$ cat config.mk
export PLATFORM = sky130hd
export DESIGN_NAME = typed_field_packet_deframer_flat
export DESIGN_NICKNAME = d
export VERILOG_FILES = /design/src/rtl/dfr_pkg.sv /design/src/rtl/dfr_in_if.sv /design/src/rtl/dfr_out_if.sv /design/src/rtl/dfr_cfg_if.sv /design/src/rtl/dfr_parser.sv /design/src/rtl/dfr_result_fifo.sv /design/src/rtl/typed_field_packet_deframer.sv /design/src/flat_wrapper.sv
export SDC_FILE = /design/constraint.sdc
export NUM_CORES = 2
export LEC_CHECK = 0
export ABC_AREA = 0
export BUFFER_PORTS_ARGS = -buffer_cell sky130_fd_sc_hd__buf_2
export CAP_MARGIN = 30
export CORE_MARGIN = 2
export CORE_UTILIZATION = 60
export DETAILED_ROUTE_END_ITERATION = 10
export GPL_ROUTABILITY_DRIVEN = 0
export PLACE_DENSITY = 0.78
export SYNTH_ARGS = -nofsm -noshare
export SYNTH_HDL_FRONTEND = slang
export SYNTH_SLANG_ARGS = --single-unit
$ cat constraint.sdc
create_clock -name clk_i -period 16.2 [get_ports clk_i]
set_input_delay 0 -clock clk_i [delete_from_list [all_inputs] [get_ports clk_i]]
set_output_delay 0 -clock clk_i [all_outputs]
set_load 0.02 [all_outputs]
$ cat src/rtl/dfr_pkg.sv
// Shared types, codes and constants of the typed-field packet deframer.
package dfr_pkg;

  localparam logic [15:0] MagicPacket = 16'hD731;
  localparam logic [15:0] MagicBatch  = 16'hD732;
  localparam logic [20:0] MaxBytesRst = 21'(1 << 20);
  localparam logic [20:0] CountSat    = 21'h1F_FFFF;
  localparam int unsigned ResDepth    = 4;
  localparam int unsigned ResPtrW     = $clog2(ResDepth);

  typedef enum logic [2:0] {
    KindPacket  = 3'd0,
    KindInt32   = 3'd1,
    KindInt64   = 3'd2,
    KindFloat   = 3'd3,
    KindStrHead = 3'd4,
    KindStrByte = 3'd5,
    KindVerdict = 3'd6
  } kind_e;

  typedef enum logic [3:0] {
    StOk        = 4'd0,
    StBadMagic  = 4'd1,
    StBadLength = 4'd2,
    StBadOpcode = 4'd3,
    StBadType   = 4'd4,
    StOverlong  = 4'd5,
    StTruncated = 4'd6,
    StTrailing  = 4'd7,
    StEmpty     = 4'd8
  } status_e;

  typedef enum logic [2:0] {
    FtStr8  = 3'd0,
    FtInt32 = 3'd1,
    FtInt64 = 3'd2,
    FtFloat = 3'd3,
    FtStr16 = 3'd4
  } ftype_e;

  typedef enum logic [15:0] {
    PhMag0   = 16'h0001,
    PhMag1   = 16'h0002,
    PhBlen0  = 16'h0004,
    PhBlen1  = 16'h0008,
    PhPmag0  = 16'h0010,
    PhPmag1  = 16'h0020,
    PhOpc    = 16'h0040,
    PhCnt    = 16'h0080,
    PhFtype  = 16'h0100,
    PhVar    = 16'h0200,
    PhFloat  = 16'h0400,
    PhSlen0  = 16'h0800,
    PhSlen1  = 16'h1000,
    PhSbytes = 16'h2000,
    PhDone   = 16'h4000,
    PhDrop   = 16'h8000
  } phase_e;

  typedef struct packed {
    kind_e       kind;
    logic [63:0] value;
    logic [7:0]  field_count;
    status_e     status;
    logic        last_of_run;
  } res_t;

  typedef struct packed {
    logic vld0;
    logic vld1;
    res_t r0;
    res_t r1;
  } push_t;

  function automatic logic opcode_ok(input logic [7:0] id);
    opcode_ok = (id >= 8'd1  && id <= 8'd6)  || (id >= 8'd10 && id <= 8'd16) ||
                (id >= 8'd20 && id <= 8'd34) || (id >= 8'd40 && id <= 8'd46) ||
                (id >= 8'd60 && id <= 8'd86) || (id >= 8'd90 && id <= 8'd94);
  endfunction

endpackage

$ cat src/rtl/dfr_in_if.sv
// Byte input channel: one datagram byte with its end flag per transaction.
interface dfr_in_if;
  logic       valid;
  logic       ready;
  logic [7:0] data_byte;
  logic       end_of_datagram;

  modport source (output valid, output data_byte, output end_of_datagram, input ready);
  modport sink   (input valid, input data_byte, input end_of_datagram, output ready);
endinterface

$ cat src/rtl/dfr_out_if.sv
// Result output channel: one decoded item or verdict per transaction.
interface dfr_out_if;
  logic               valid;
  logic               ready;
  logic [2:0]         kind;
  logic signed [63:0] value;
  logic [7:0]         field_count;
  logic [3:0]         status;
  logic               last_of_run;

  modport source (output valid, output kind, output value, output field_count,
                  output status, output last_of_run, input ready);
  modport sink   (input valid, input kind, input value, input field_count,
                  input status, input last_of_run, output ready);
endinterface

$ cat src/rtl/dfr_cfg_if.sv
// Configuration write channel for the datagram length limit.
interface dfr_cfg_if;
  logic        valid;
  logic        ready;
  logic [20:0] max_datagram_bytes;

  modport source (output valid, output max_datagram_bytes, input ready);
  modport sink   (input valid, input max_datagram_bytes, output ready);
endinterface

$ cat src/rtl/dfr_parser.sv
// Byte parser: parse state registers and the combinational decode of one byte.
module dfr_parser (
  input  logic          clk_i,
  input  logic          rst_ni,
  input  logic          cfg_we_i,
  input  logic [20:0]   cfg_max_i,
  input  logic          in_vld_i,
  input  logic [7:0]    byte_i,
  input  logic          eod_i,
  output dfr_pkg::push_t push_o
);

  dfr_pkg::phase_e phase_q, phase_d;
  logic [20:0] max_q;
  logic [20:0] cnt_q, cnt_d;
  logic        batch_q, batch_d;
  logic        seen_q, seen_d;
  logic [15:0] sub_q, sub_d;
  logic [15:0] hdr_q, hdr_d;
  logic [7:0]  fl_q, fl_d;
  logic [2:0]  ft_q, ft_d;
  logic [63:0] acc_q, acc_d;
  logic [3:0]  vb_q, vb_d;
  logic [15:0] sl_q, sl_d;
  logic [3:0]  err_q, err_d;

  always_comb begin
    logic        in_sub;
    logic        pv;
    dfr_pkg::res_t pr;
    dfr_pkg::res_t vr;
    logic [15:0] w;
    logic [5:0]  shamt;
    logic [31:0] w32;
    logic [31:0] d32;
    logic [7:0]  fl_dec;
    dfr_pkg::status_e st;

    phase_d = phase_q;
    cnt_d   = cnt_q;
    batch_d = batch_q;
    seen_d  = seen_q;
    sub_d   = sub_q;
    hdr_d   = hdr_q;
    fl_d    = fl_q;
    ft_d    = ft_q;
    acc_d   = acc_q;
    vb_d    = vb_q;
    sl_d    = sl_q;
    err_d   = err_q;
    pv      = 1'b0;
    pr      = '0;
    vr      = '0;
    w       = '0;
    w32     = '0;
    d32     = '0;
    st      = dfr_pkg::StOk;
    shamt   = 6'(({2'b00, vb_q} << 3) - {2'b00, vb_q});
    fl_dec  = (fl_q != 8'd0) ? fl_q - 8'd1 : fl_q;
    in_sub  = 1'b0;

    if (in_vld_i) begin
      if (cnt_q != dfr_pkg::CountSat) begin
        cnt_d = cnt_q + 21'd1;
      end
      if (phase_q != dfr_pkg::PhDrop) begin
        in_sub = batch_q && (phase_q == dfr_pkg::PhPmag0 || phase_q == dfr_pkg::PhPmag1 ||
                 phase_q == dfr_pkg::PhOpc || phase_q == dfr_pkg::PhCnt ||
                 phase_q == dfr_pkg::PhFtype || phase_q == dfr_pkg::PhVar ||
                 phase_q == dfr_pkg::PhFloat || phase_q == dfr_pkg::PhSlen0 ||
                 phase_q == dfr_pkg::PhSlen1 || phase_q == dfr_pkg::PhSbytes ||
                 phase_q == dfr_pkg::PhDone);
        if (!batch_q && cnt_d > max_q &&
            (phase_q == dfr_pkg::PhOpc || phase_q == dfr_pkg::PhCnt ||
             phase_q == dfr_pkg::PhFtype || phase_q == dfr_pkg::PhVar ||
             phase_q == dfr_pkg::PhFloat || phase_q == dfr_pkg::PhSlen0 ||
             phase_q == dfr_pkg::PhSlen1 || phase_q == dfr_pkg::PhSbytes ||
             phase_q == dfr_pkg::PhDone)) begin
          err_d   = dfr_pkg::StBadLength;
          phase_d = dfr_pkg::PhDrop;
        end else begin
          unique case (phase_q)
            dfr_pkg::PhMag0: begin
              hdr_d   = {8'h00, byte_i};
              phase_d = dfr_pkg::PhMag1;
            end
            dfr_pkg::PhMag1: begin
              w     = {hdr_q[7:0], byte_i};
              hdr_d = w;
              if (w == dfr_pkg::MagicPacket) begin
                batch_d = 1'b0;
                phase_d = dfr_pkg::PhOpc;
                if (cnt_d > max_q) begin
                  err_d   = dfr_pkg::StBadLength;
                  phase_d = dfr_pkg::PhDrop;
                end
              end else if (w == dfr_pkg::MagicBatch) begin
                batch_d = 1'b1;
                phase_d = dfr_pkg::PhBlen0;
              end else begin
                err_d   = dfr_pkg::StBadMagic;
                phase_d = dfr_pkg::PhDrop;
              end
            end
            dfr_pkg::PhBlen0: begin
              sub_d   = {8'h00, byte_i};
              phase_d = dfr_pkg::PhBlen1;
            end
            dfr_pkg::PhBlen1: begin
              w     = {sub_q[7:0], byte_i};
              sub_d = w;
              if (w < 16'd4) begin
                err_d   = dfr_pkg::StBadLength;
                phase_d = dfr_pkg::PhDrop;
              end else begin
                phase_d = dfr_pkg::PhPmag0;
              end
            end
            dfr_pkg::PhPmag0: begin
              hdr_d   = {8'h00, byte_i};
              phase_d = dfr_pkg::PhPmag1;
            end
            dfr_pkg::PhPmag1: begin
              w     = {hdr_q[7:0], byte_i};
              hdr_d = w;
              if (w != dfr_pkg::MagicPacket) begin
                err_d   = dfr_pkg::StBadMagic;
                phase_d = dfr_pkg::PhDrop;
              end else begin
                phase_d = dfr_pkg::PhOpc;
              end
            end
            dfr_pkg::PhOpc: begin
              if (!dfr_pkg::opcode_ok(byte_i)) begin
                err_d   = dfr_pkg::StBadOpcode;
                phase_d = dfr_pkg::PhDrop;
              end else begin
                hdr_d   = {8'h00, byte_i};
                phase_d = dfr_pkg::PhCnt;
              end
            end
            dfr_pkg::PhCnt: begin
              fl_d           = byte_i;
              pv             = 1'b1;
              pr.kind        = dfr_pkg::KindPacket;
              pr.value       = {48'h0, hdr_q};
              pr.field_count = byte_i;
              phase_d        = (byte_i != 8'd0) ? dfr_pkg::PhFtype : dfr_pkg::PhDone;
            end
            dfr_pkg::PhFtype: begin
              acc_d = '0;
              vb_d  = '0;
              sl_d  = '0;
              case (byte_i)
                8'(dfr_pkg::FtInt32), 8'(dfr_pkg::FtInt64): begin
                  ft_d    = byte_i[2:0];
                  phase_d = dfr_pkg::PhVar;
                end
                8'(dfr_pkg::FtFloat): begin
                  ft_d    = byte_i[2:0];
                  phase_d = dfr_pkg::PhFloat;
                end
                8'(dfr_pkg::FtStr8), 8'(dfr_pkg::FtStr16): begin
                  ft_d    = byte_i[2:0];
                  phase_d = dfr_pkg::PhSlen0;
                end
                default: begin
                  err_d   = dfr_pkg::StBadType;
                  phase_d = dfr_pkg::PhDrop;
                end
              endcase
            end
            dfr_pkg::PhVar: begin
              if (vb_q < 4'd10) begin
                acc_d = acc_q | ({57'h0, byte_i[6:0]} << shamt);
              end
              vb_d = vb_q + 4'd1;
              if (!byte_i[7]) begin
                pv = 1'b1;
                if (ft_q == dfr_pkg::FtInt32) begin
                  w32      = acc_d[31:0];
                  d32      = (w32 >> 1) ^ {32{w32[0]}};
                  pr.kind  = dfr_pkg::KindInt32;
                  pr.value = {{32{d32[31]}}, d32};
                end else begin
                  pr.kind  = dfr_pkg::KindInt64;
                  pr.value = (acc_d >> 1) ^ {64{acc_d[0]}};
                end
                fl_d    = fl_dec;
                phase_d = (fl_dec != 8'd0) ? dfr_pkg::PhFtype : dfr_pkg::PhDone;
              end else if (vb_d >= 4'd10) begin
                err_d   = dfr_pkg::StOverlong;
                phase_d = dfr_pkg::PhDrop;
              end
            end
            dfr_pkg::PhFloat: begin
              acc_d = {32'h0, acc_q[23:0], byte_i};
              vb_d  = vb_q + 4'd1;
              if (vb_d >= 4'd4) begin
                pv       = 1'b1;
                pr.kind  = dfr_pkg::KindFloat;
                pr.value = acc_d;
                fl_d     = fl_dec;
                phase_d  = (fl_dec != 8'd0) ? dfr_pkg::PhFtype : dfr_pkg::PhDone;
              end
            end
            dfr_pkg::PhSlen0, dfr_pkg::PhSlen1: begin
              if (phase_q == dfr_pkg::PhSlen0) begin
                sl_d = {8'h00, byte_i};
              end else begin
                sl_d = {sl_q[7:0], byte_i};
              end
              if (phase_q == dfr_pkg::PhSlen0 && ft_q != dfr_pkg::FtStr8) begin
                phase_d = dfr_pkg::PhSlen1;
              end else begin
                pv       = 1'b1;
                pr.kind  = dfr_pkg::KindStrHead;
                pr.value = {48'h0, sl_d};
                if (sl_d != 16'd0) begin
                  phase_d = dfr_pkg::PhSbytes;
                end else begin
                  fl_d    = fl_dec;
                  phase_d = (fl_dec != 8'd0) ? dfr_pkg::PhFtype : dfr_pkg::PhDone;
                end
              end
            end
            dfr_pkg::PhSbytes: begin
              pv       = 1'b1;
              pr.kind  = dfr_pkg::KindStrByte;
              pr.value = {56'h0, byte_i};
              sl_d     = (sl_q != 16'd0) ? sl_q - 16'd1 : sl_q;
              if (sl_d == 16'd0) begin
                fl_d    = fl_dec;
                phase_d = (fl_dec != 8'd0) ? dfr_pkg::PhFtype : dfr_pkg::PhDone;
              end
            end
            dfr_pkg::PhDone: begin
              err_d   = dfr_pkg::StTrailing;
              phase_d = dfr_pkg::PhDrop;
            end
            default: begin
            end
          endcase
        end

        if (in_sub && phase_d != dfr_pkg::PhDrop) begin
          sub_d = (sub_q != 16'd0) ? sub_q - 16'd1 : sub_q;
          if (sub_d == 16'd0) begin
            if (phase_d == dfr_pkg::PhDone) begin
              seen_d  = 1'b1;
              phase_d = dfr_pkg::PhBlen0;
            end else begin
              err_d   = dfr_pkg::StTruncated;
              phase_d = dfr_pkg::PhDrop;
            end
          end
        end
      end

      if (eod_i) begin
        if (err_d != 4'(dfr_pkg::StOk)) begin
          st = dfr_pkg::status_e'(err_d);
        end else if (!batch_d && phase_d == dfr_pkg::PhDone) begin
          st = dfr_pkg::StOk;
        end else if (batch_d && phase_d == dfr_pkg::PhBlen0) begin
          st = seen_d ? dfr_pkg::StOk : dfr_pkg::StEmpty;
        end else begin
          st = dfr_pkg::StTruncated;
        end
        vr.kind        = dfr_pkg::KindVerdict;
        vr.status      = st;
        vr.last_of_run = 1'b1;
        phase_d = dfr_pkg::PhMag0;
        cnt_d   = '0;
        batch_d = 1'b0;
        seen_d  = 1'b0;
        sub_d   = '0;
        hdr_d   = '0;
        fl_d    = '0;
        ft_d    = '0;
        acc_d   = '0;
        vb_d    = '0;
        sl_d    = '0;
        err_d   = '0;
      end else begin
        pr.last_of_run = 1'b1;
      end
    end

    // parse result goes first, the verdict follows it
    push_o.vld0 = in_vld_i && (pv || eod_i);
    push_o.vld1 = in_vld_i && pv && eod_i;
    push_o.r0   = pv ? pr : vr;
    push_o.r1   = vr;
  end

  always_ff @(posedge clk_i or negedge rst_ni) begin
    if (!rst_ni) begin
      phase_q <= dfr_pkg::PhMag0;
      max_q   <= dfr_pkg::MaxBytesRst;
      cnt_q   <= '0;
      batch_q <= 1'b0;
      seen_q  <= 1'b0;
      sub_q   <= '0;
      hdr_q   <= '0;
      fl_q    <= '0;
      ft_q    <= '0;
      acc_q   <= '0;
      vb_q    <= '0;
      sl_q    <= '0;
      err_q   <= '0;
    end else begin
      phase_q <= phase_d;
      cnt_q   <= cnt_d;
      batch_q <= batch_d;
      seen_q  <= seen_d;
      sub_q   <= sub_d;
      hdr_q   <= hdr_d;
      fl_q    <= fl_d;
      ft_q    <= ft_d;
      acc_q   <= acc_d;
      vb_q    <= vb_d;
      sl_q    <= sl_d;
      err_q   <= err_d;
      if (cfg_we_i) begin
        max_q <= cfg_max_i;
      end
    end
  end

endmodule

$ cat src/rtl/dfr_result_fifo.sv
// Result queue: takes up to two results per cycle, hands out one per transaction.
module dfr_result_fifo (
  input  logic           clk_i,
  input  logic           rst_ni,
  input  dfr_pkg::push_t push_i,
  output logic           space_o,
  output logic           valid_o,
  input  logic           ready_i,
  output dfr_pkg::res_t  res_o
);

  localparam int unsigned PtrW = dfr_pkg::ResPtrW;
  localparam int unsigned CntW = PtrW + 1;

  dfr_pkg::res_t mem_q [dfr_pkg::ResDepth];
  logic [PtrW-1:0] wr_q, rd_q;
  logic [CntW-1:0] cnt_q;
  logic [1:0]      n_push;
  logic            pop;

  assign n_push  = 2'(push_i.vld0) + 2'(push_i.vld1);
  assign valid_o = (cnt_q != '0);
  assign pop     = valid_o && ready_i;
  assign res_o   = mem_q[rd_q];
  assign space_o = (cnt_q <= CntW'(dfr_pkg::ResDepth - 2));

  always_ff @(posedge clk_i) begin
    if (push_i.vld0) begin
      mem_q[wr_q] <= push_i.r0;
    end
    if (push_i.vld1) begin
      mem_q[wr_q + PtrW'(1)] <= push_i.r1;
    end
  end

  always_ff @(posedge clk_i or negedge rst_ni) begin
    if (!rst_ni) begin
      wr_q  <= '0;
      rd_q  <= '0;
      cnt_q <= '0;
    end else begin
      wr_q  <= wr_q + PtrW'(n_push);
      rd_q  <= rd_q + PtrW'(pop);
      cnt_q <= cnt_q + CntW'(n_push) - CntW'(pop);
    end
  end

endmodule

$ cat src/rtl/typed_field_packet_deframer.sv
// Typed-field packet deframer top level: byte parser feeding a result queue.
// Takes one datagram byte per cycle while input ready is high and decodes it
// in the same cycle; its results (at most two per byte) land in a four-entry
// result queue, whose registers drive the output. Input ready is low only
// while the queue holds more than two results, so with the output taking
// one result per cycle the block sustains one byte per cycle; a byte that
// gives two results (a decoded value plus the verdict) pushes both at once.
// Configuration writes are always ready and are registered into the limit.
module typed_field_packet_deframer (
  input  logic      clk_i,
  input  logic      rst_ni,
  dfr_in_if.sink    item_i,
  dfr_out_if.source result_o,
  dfr_cfg_if.sink   cfg_i
);

  dfr_pkg::push_t push;
  dfr_pkg::res_t  res;
  logic           space;
  logic           in_acc;

  assign item_i.ready = space;
  assign cfg_i.ready  = 1'b1;
  assign in_acc       = item_i.valid && space;

  dfr_parser u_parser (
    .clk_i     (clk_i),
    .rst_ni    (rst_ni),
    .cfg_we_i  (cfg_i.valid),
    .cfg_max_i (cfg_i.max_datagram_bytes),
    .in_vld_i  (in_acc),
    .byte_i    (item_i.data_byte),
    .eod_i     (item_i.end_of_datagram),
    .push_o    (push)
  );

  dfr_result_fifo u_fifo (
    .clk_i   (clk_i),
    .rst_ni  (rst_ni),
    .push_i  (push),
    .space_o (space),
    .valid_o (result_o.valid),
    .ready_i (result_o.ready),
    .res_o   (res)
  );

  assign result_o.kind        = res.kind;
  assign result_o.value       = $signed(res.value);
  assign result_o.field_count = res.field_count;
  assign result_o.status      = res.status;
  assign result_o.last_of_run = res.last_of_run;

endmodule

$ cat src/flat_wrapper.sv
// flat-port wrapper written by rule: the top's interface ports become plain ports
module typed_field_packet_deframer_flat 
  (clk_i, rst_ni, item_i_valid, item_i_data_byte, item_i_end_of_datagram, item_i_ready, result_o_valid, result_o_kind, result_o_value, result_o_field_count, result_o_status, result_o_last_of_run, result_o_ready, cfg_i_valid, cfg_i_max_datagram_bytes, cfg_i_ready);
  dfr_in_if item_i_i ();
  dfr_out_if result_o_i ();
  dfr_cfg_if cfg_i_i ();
  input  logic clk_i;
  input  logic rst_ni;
  input wire logic [$bits(item_i_i.valid)-1:0] item_i_valid;
  input wire logic [$bits(item_i_i.data_byte)-1:0] item_i_data_byte;
  input wire logic [$bits(item_i_i.end_of_datagram)-1:0] item_i_end_of_datagram;
  output wire logic [$bits(item_i_i.ready)-1:0] item_i_ready;
  output wire logic [$bits(result_o_i.valid)-1:0] result_o_valid;
  output wire logic [$bits(result_o_i.kind)-1:0] result_o_kind;
  output wire logic [$bits(result_o_i.value)-1:0] result_o_value;
  output wire logic [$bits(result_o_i.field_count)-1:0] result_o_field_count;
  output wire logic [$bits(result_o_i.status)-1:0] result_o_status;
  output wire logic [$bits(result_o_i.last_of_run)-1:0] result_o_last_of_run;
  input wire logic [$bits(result_o_i.ready)-1:0] result_o_ready;
  input wire logic [$bits(cfg_i_i.valid)-1:0] cfg_i_valid;
  input wire logic [$bits(cfg_i_i.max_datagram_bytes)-1:0] cfg_i_max_datagram_bytes;
  output wire logic [$bits(cfg_i_i.ready)-1:0] cfg_i_ready;
  assign item_i_i.valid = item_i_valid;
  assign item_i_i.data_byte = item_i_data_byte;
  assign item_i_i.end_of_datagram = item_i_end_of_datagram;
  assign item_i_ready = item_i_i.ready;
  assign result_o_valid = result_o_i.valid;
  assign result_o_kind = result_o_i.kind;
  assign result_o_value = result_o_i.value;
  assign result_o_field_count = result_o_i.field_count;
  assign result_o_status = result_o_i.status;
  assign result_o_last_of_run = result_o_i.last_of_run;
  assign result_o_i.ready = result_o_ready;
  assign cfg_i_i.valid = cfg_i_valid;
  assign cfg_i_i.max_datagram_bytes = cfg_i_max_datagram_bytes;
  assign cfg_i_ready = cfg_i_i.ready;
  typed_field_packet_deframer u_core (.clk_i(clk_i), .rst_ni(rst_ni), .item_i(item_i_i), .result_o(result_o_i), .cfg_i(cfg_i_i));
endmodule
# Word-level counts from Yosys, hierarchy flattened
# Memory sizes are Yosys's and may differ from the RTL's.
# Cells that the tools add are included.
# Widths: inputs -> output; s select.
totals:
  regBits: 198
  latchBits: 0
  ram_bits: 320
  mem_bits_ro: 0
  in_bits: 35
  out_inout_bits: 83
  word_cells: 306
  mem_count: 1
op_classes:
  add_sub_neg: 12
  multipliers: 0
  div_mod_pow: 0
  order_cmp: 18
  eq_ne: 37
  shift: 1
  n_mux: 138
  bitwise: 3
  n_reduce_logical: 80
memory_table:
  columns: ["memory", "words", "width", "read_ports", "rd_clocked_by_memory_dff", "write_ports", "line", "rtl"]
  rows:
  - ["u_core.u_fifo.mem_q", 4, 80, 1, 0, 2, "dfr_result_fifo.sv:15", "dfr_pkg::res_t mem_q [dfr_pkg::ResDepth];"]
op_table:
  columns: ["cell", "count"]
  rows:
  - ["$mux 16", 37]
  - ["$mux 64", 8]
  - ["$pmux 67 s5", 1]
  - ["$mux 75", 3]
  - ["$pmux 16 s14", 1]
  - ["$mux 66", 3]
  - ["$pmux 64 s3", 1]
  - ["$pmux 16 s3", 3]
  - ["$mux 4", 23]
  - ["$mux 8", 10]
  - ["$mux 80", 1]
  - ["$mux 67", 1]
  - ["$or 64x64->64", 1]
  - ["$shl 7x6->64", 1]
  - ["$xor 63x64->64", 1]
  - ["$mux 21", 3]
  - ["$mux 15", 4]
  - ["$eq 16x15->1 const B", 3]
  - ["$ne 16x16->1 const B", 3]
  - ["$reduce_bool 16->1", 3]
  - ["$pmux 8 s5", 1]
  - ["$eq 16x16->1 const B", 2]
  - ["$eq 16x3->1 const B", 2]
  - ["$logic_not 16->1", 2]
  - ["other kinds (69)", 171]

# Depth between registers and ports, before layout
depth:
  depth_word: 34
  depth_mapped: 29
  ltp_nobuf: 27

# Modules after synthesis
# Synthesis repeated with hierarchy kept, for this count alone.
hier_totals:
  hier_cells: 2871
  hier_area_um2: 32040.7
by_module_without_submodules:
  columns: ["module", "n_inst", "cells_per_inst", "area_per_inst_um2", "seq_area_each_um2"]
  rows:
  - ["dfr_result_fifo", 1, 814, 16574.6, 9784.4]
  - ["dfr_parser", 1, 2054, 15448.6, 4782.1]
  - ["typed_field_packet_deframer", 1, 3, 17.5, 0.0]

# Least setup slack after synthesis
# No wires, ideal clock.
synth_timing:
  path_kind: "reg-to-reg"
  startpoint: "register u_core.u_parser.cnt_q[3]"
  endpoint: "register u_core.u_fifo.cnt_q[2]"
  setup_time_ps: 123
  arrival_time_ps: 5933
  t_required_ps: 16077
  path_slack_ps: 10144
  path_stages_with_launch: 29
  n_path_buf: 2
  synth_period_minus_slack_ps: 6056
  cell_sequence: "dfrtp_1 > and3_1 > nand3_1 > nor4_1 > nand4_1 > nand4_1 > nor4_1 > nand3_1 > nor2_1 > xor2_1 > ha_1 > nand4_1 > nor4_1 > nand2_1 > and3_1 > buf_4 > nor3_2 > o31ai_4 > buf_6 > nor2_1 > ha_1 > inv_1 > ha_1 > inv_1 > ha_1 > inv_1 > fa_1 > xor2_1 > xnor2_1"
synth_between:
  elab_chain_cells: 14
synth_rtl:
  columns: ["element", "line", "rtl"]
  rows:
  - ["start, declared", "dfr_parser.sv:15", "logic [20:0] cnt_q, cnt_d;"]
  - ["start signal, assigned", "dfr_parser.sv:314", "cnt_q <= cnt_d;"]
  - ["$add 21x1->21 / $ne 21x21->1 (equally long branches)", "dfr_parser.sv:64, dfr_parser.sv:63", null]
  - ["$mux 21 (*)", "dfr_parser.sv:63", "if (cnt_q != dfr_pkg::CountSat) begin"]
  - ["$mux 21 (*)", "dfr_parser.sv:62", "if (in_vld_i) begin"]
  - ["$gt 21x21->1 (*)", "dfr_parser.sv:73", "if (!batch_q && cnt_d > max_q &&"]
  - ["$logic_and 1x1->1 (*) (2 in series)", "dfr_parser.sv:73", null]
  - ["$mux 1 (*)", "dfr_parser.sv:73", null]
  - ["$mux 1 (*)", "dfr_parser.sv:66", "if (phase_q != dfr_pkg::PhDrop) begin"]
  - ["$mux 1 (*)", "dfr_parser.sv:62", null]
  - ["$logic_or 1x1->1 / $logic_and 1x1->1 (equally long branches)", "dfr_parser.sv:291, dfr_parser.sv:292", null]
  - ["$logic_and 1x1->1 (on tied branches)", "dfr_parser.sv:291, dfr_parser.sv:292", null]
  - ["$add 1x1->2 (*)", "dfr_result_fifo.sv:21", "assign n_push = 2'(push_i.vld0) + 2'(push_i.vld1);"]
  - ["$add 3x2->3 (*)", "dfr_result_fifo.sv:44", "cnt_q <= cnt_q + CntW'(n_push) - CntW'(pop);"]
  - ["$sub 3x1->3 (*)", "dfr_result_fifo.sv:44", null]
  - ["end signal, assigned", "dfr_result_fifo.sv:44", null]
  - ["end, declared", "dfr_result_fifo.sv:17", "logic [CntW-1:0] cnt_q;"]
# Every way passes the cells marked *; elsewhere a longest branch is shown, timed or not. The select of a mux whose other input is x is not followed.
# A chain may end at the register's enable or synchronous reset.

# Final worst setup path
# Same ends and word-level chain as after synthesis.

==> flow_summary.json <==
{
  "placed_area_sq_mm": 0.02761,
  "setup-violations-final": 0,
  "dpl.hpwl_um": 52990,
  "hold_path_end": "u_core.u_fifo.mem_q[1][74]",
  "status": "finished, final reports clean",
  "ir_drop_mv": 0.1120,
  "die_w_um": 215.7,
  "drt-pass1-iter-count": 7,
  "power_frac_clock": 0.333,
  "relSlewSlack": 0.2677,
  "worstPathRequired_ns": 16.75,
  "holdPathStages": 4,
  "syn_inst": 3025,
  "power_frac_seq": 0.404,
  "combPwrFrac": 0.263,
  "totalWireLength_um": 81310,
  "reg2reg_depth": 27,
  "area.growth.synth_to_final_pct": 12.48,
  "grt_pass1_wl_um": 129900,
  "synth_commonest_cells": "nand2_1 (462), o21ai_0 (400), dfxtp_1 (292)",
  "final_nets": 3170,
  "power.share.switching": 0.3461,
  "fmax_mhz": 132.0,
  "clockBufferDepth": 3,
  "finalMaxSlewViolations": 0,
  "detail-route-antenna-nets": 0,
  "rows": 77,
  "placed_cells": 3557,
  "cap_viol_max_count": 0,
  "nFillCells": 3329,
  "drc": 0,
  "fin_hold_ws_ns": 0.09517,
  "min_path_type": "primary input to register",
  "cts_tree": "built",
  "cts_buffers": 53,
  "synth_ff_type": "dfxtp_1",
  "fin_crit_sh": 0.4676,
  "crit_path_top_delay_cell": "nor4_1",
  "grt_setup_unrepaired": "false",
  "crit_path_start_kind": "register",
  "synth_most_common_cell": "nand2_1",
  "synth_edf_count": 28,
  "synth.avg_cell_area_sq_um": 8.891,
  "gr-usage-all-layers": 0.3453,
  "slowest_delay_ns": 0.80,
  "overflow": 0,
  "hold_viol": 0,
  "async_reset_ff_frac": 0.3822,
  "synth_top_cell_by_area": "dfxtp_1",
  "path_clk_slew_ns": 0.06,
  "core_area_sq_mm": 0.04422,
  "start_util": 0.6082,
  "crit_buf_inv": 3,
  "p_int_mw": 2.455,
  "drive_gt1_frac": 0.1248,
  "finalInstanceArea_sq_mm": 0.03025,
  "diodes": 0,
  "cts_setup_buffers": 0,
  "yosysWarnings": 0,
  "layout.cells.non_filler": 3733,
  "ys_types": 91,
  "antenna_found_initial": 0,
  "synth_nets": 3097,
  "worstSetupEndpointType": "register",
  "ys_ff_latch": 518,
  "post-synth-top-area-fraction": 0.2173,
  "path_class": "register to register",
  "grt_pass1_vias": 24057,
  "p_leak_nw": 11.99,
  "hold_start": "item_i_end_of_datagram",
  "setup_tns_ns": 0,
  "drt_iter0_drc": 3341,
  "cp_max_fo": 12,
  "htreeDepth": 2,
  "grt_max_degree": 77,
  "power_density_mw_per_mm2": 124.1,
  "clock-sinks": 518,
  "wire_per_inst_um": 21.78,
  "reg2reg_slack_ns": 8.63,
  "port_buffers": 116,
  "avgViaCountPerCell": 6.712,
  "io_pins": 118,
  "finClkSkew_ns": 0.02324,
  "root_buffer": "clkbuf_16",
  "ys_seq_area_frac": 0.4329,
  "fp.dieH_um": 215.7,
  "clock_latency_ns": 0.63,
  "timing.rr.end": "u_core.u_fifo.cnt_q[2]",
  "netlist_area_sq_mm": 0.02690,
  "cp_data_arrival_time_ns": 8.12,
  "min_period_ns": 7.575,
  "reg2reg_from": "u_core.u_parser.cnt_q[3]",
  "ys_top_cells_by_area": "dfxtp_1 (22%), dfrtp_1 (18%), o21ai_0 (7.4%), mux4_2 (6.7%), nand2_1 (6.4%)",
  "tightest_slew_ns": 1.091,
  "crit_family": "simple AND/OR/NAND/NOR gates",
  "vias": 25055,
  "p_switching_mw": 1.299,
  "die_area_sq_mm": 0.04654
}
==> routing by layer <==
layer,GRT usage,vias to the layer above,share of wire
met5,0,-,0
met4,0.1421,0,0.041
met3,0.06653,282,0.10
met2,0.5466,1575,0.46
met1,0.4677,12097,0.39
li1,-,11101,-
==> worst reg2reg max path: cells and delay by family (launching register included) <==
kind	cells	cell delay (ns)
XOR/XNOR	3	0.48
AND/OR/NAND/NOR	14	4.47
flip-flops	1	0.44
adder cells (fa/ha/maj)	5	1.52
buffers and inverters	3	0.15
AO/OA/AOI/OAI	2	0.44
==> through the flow <==
step / setup WS [ns] / utilization / total power [mW]
global placement: 9.481 / 0.6228 / 2.441
finish: 8.625 / 0.6841 / 3.754
floorplan: 10.14 / - / 2.203
CTS: 9.056 / 0.6821 / 3.722
global route: 8.150 / 0.6841 / 3.898
detailed placement: 9.113 / 0.6244 / 2.470
==> registers in the layout, indices dropped and copies added (netlist names), 4 cells and up <==
register,count
u_core.u_parser.max_q,21
u_core.u_parser.acc_q,64
u_core.u_parser.hdr_q,16
u_core.u_parser.phase_q,16
u_core.u_fifo.mem_q,320
u_core.u_parser.err_q,4
u_core.u_parser.sl_q,16
u_core.u_parser.sub_q,16
u_core.u_parser.vb_q,4
u_core.u_parser.fl_q,8
u_core.u_parser.cnt_q,21
==> worst max-delay path by stage <==
stage / slack [ns] / endpoint / depth (start not counted) / start
6_report: 8.63 / u_core.u_fifo.cnt_q[2] / 27 / u_core.u_parser.cnt_q[3]
5_1_grt: 8.15 / u_core.u_fifo.cnt_q[2] / 27 / u_core.u_parser.cnt_q[3]
4_1_cts: 9.06 / u_core.u_fifo.cnt_q[2] / 27 / u_core.u_parser.cnt_q[3]
3_5_place_dp: 9.11 / u_core.u_fifo.cnt_q[2] / 27 / u_core.u_parser.cnt_q[3]
3_3_place_gp: 9.48 / u_core.u_fifo.cnt_q[2] / 27 / u_core.u_parser.cnt_q[3]
2_1_floorplan: 10.14 / u_core.u_fifo.cnt_q[2] / 28 / u_core.u_parser.cnt_q[3]
==> timing repair <==
action,CTS,global route
hold buffers,74,0
gates resized for setup,0,0
endpoints found under the hold margin,125,0
==> power by group through the flow <==
stage                     sequential (mW)  clock, mW  combinational, mW
after floorplan                      1.45          0              0.756
after global placement               1.53          0              0.910
after detailed placement             1.54          0              0.934
after CTS                            1.51       1.26              0.955
after global routing                 1.53       1.31               1.06
final                                1.52       1.25              0.987
==> area by class of cell <==
type / count / area, sq um / share of cell area
multi-input cells: 2222 / 14040 / 0.4642
flip-flops and latches: 518 / 11650 / 0.3851
repair buffers: 240 / 1789 / 0.05914
clock buffers: 79 / 1629 / 0.05385
well taps: 592 / 740.7 / 0.02448
inverters: 63 / 236.5 / 0.007817
clock inverters: 19 / 162.7 / 0.005377
==> logic make-up (layout without fill, tap and decap cells) <==
kind of cell,Yosys count,after routing,share of synthesized area
DFF,518,518,0.4329
and+or+nand+nor,1042,1042,0.1776
other,1,1,0.0001394
muxes,103,103,0.07583
adders and majority gates,37,37,0.01749
xor gates and xnor gates,99,99,0.03224
buffers and inverters,285,401,0.04773
AOI/OAI and AO/OA,940,940,0.2161
==> cells in the final DEF, fill, tap and decap left out, types with 26 or more instances in the layout <==
cell | synthesis | layout
dfxtp_1 | 292 | 292
nor4_1 | 28 | 26
nand2_1 | 462 | 461
dfrtp_1 | 196 | 194
ha_1 | 36 | 36
nand3_1 | 71 | 71
nor2_1 | 230 | 229
a22oi_1 | 45 | 45
o21ai_1 | 31 | 30
edfxtp_1 | 28 | 28
dlygate4sd3_1 | 0 | 73
inv_1 | 63 | 63
a21oi_1 | 173 | 170
mux4_2 | 80 | 80
buf_2 | 24 | 119
nor3_1 | 69 | 69
o21ai_0 | 400 | 400
clkbuf_16 | 0 | 57
a22o_1 | 81 | 81
buf_4 | 10 | 41
xnor2_1 | 57 | 57
xor2_1 | 42 | 42
o31ai_1 | 53 | 53
Note: power is estimated with default switching activity, not from simulation.
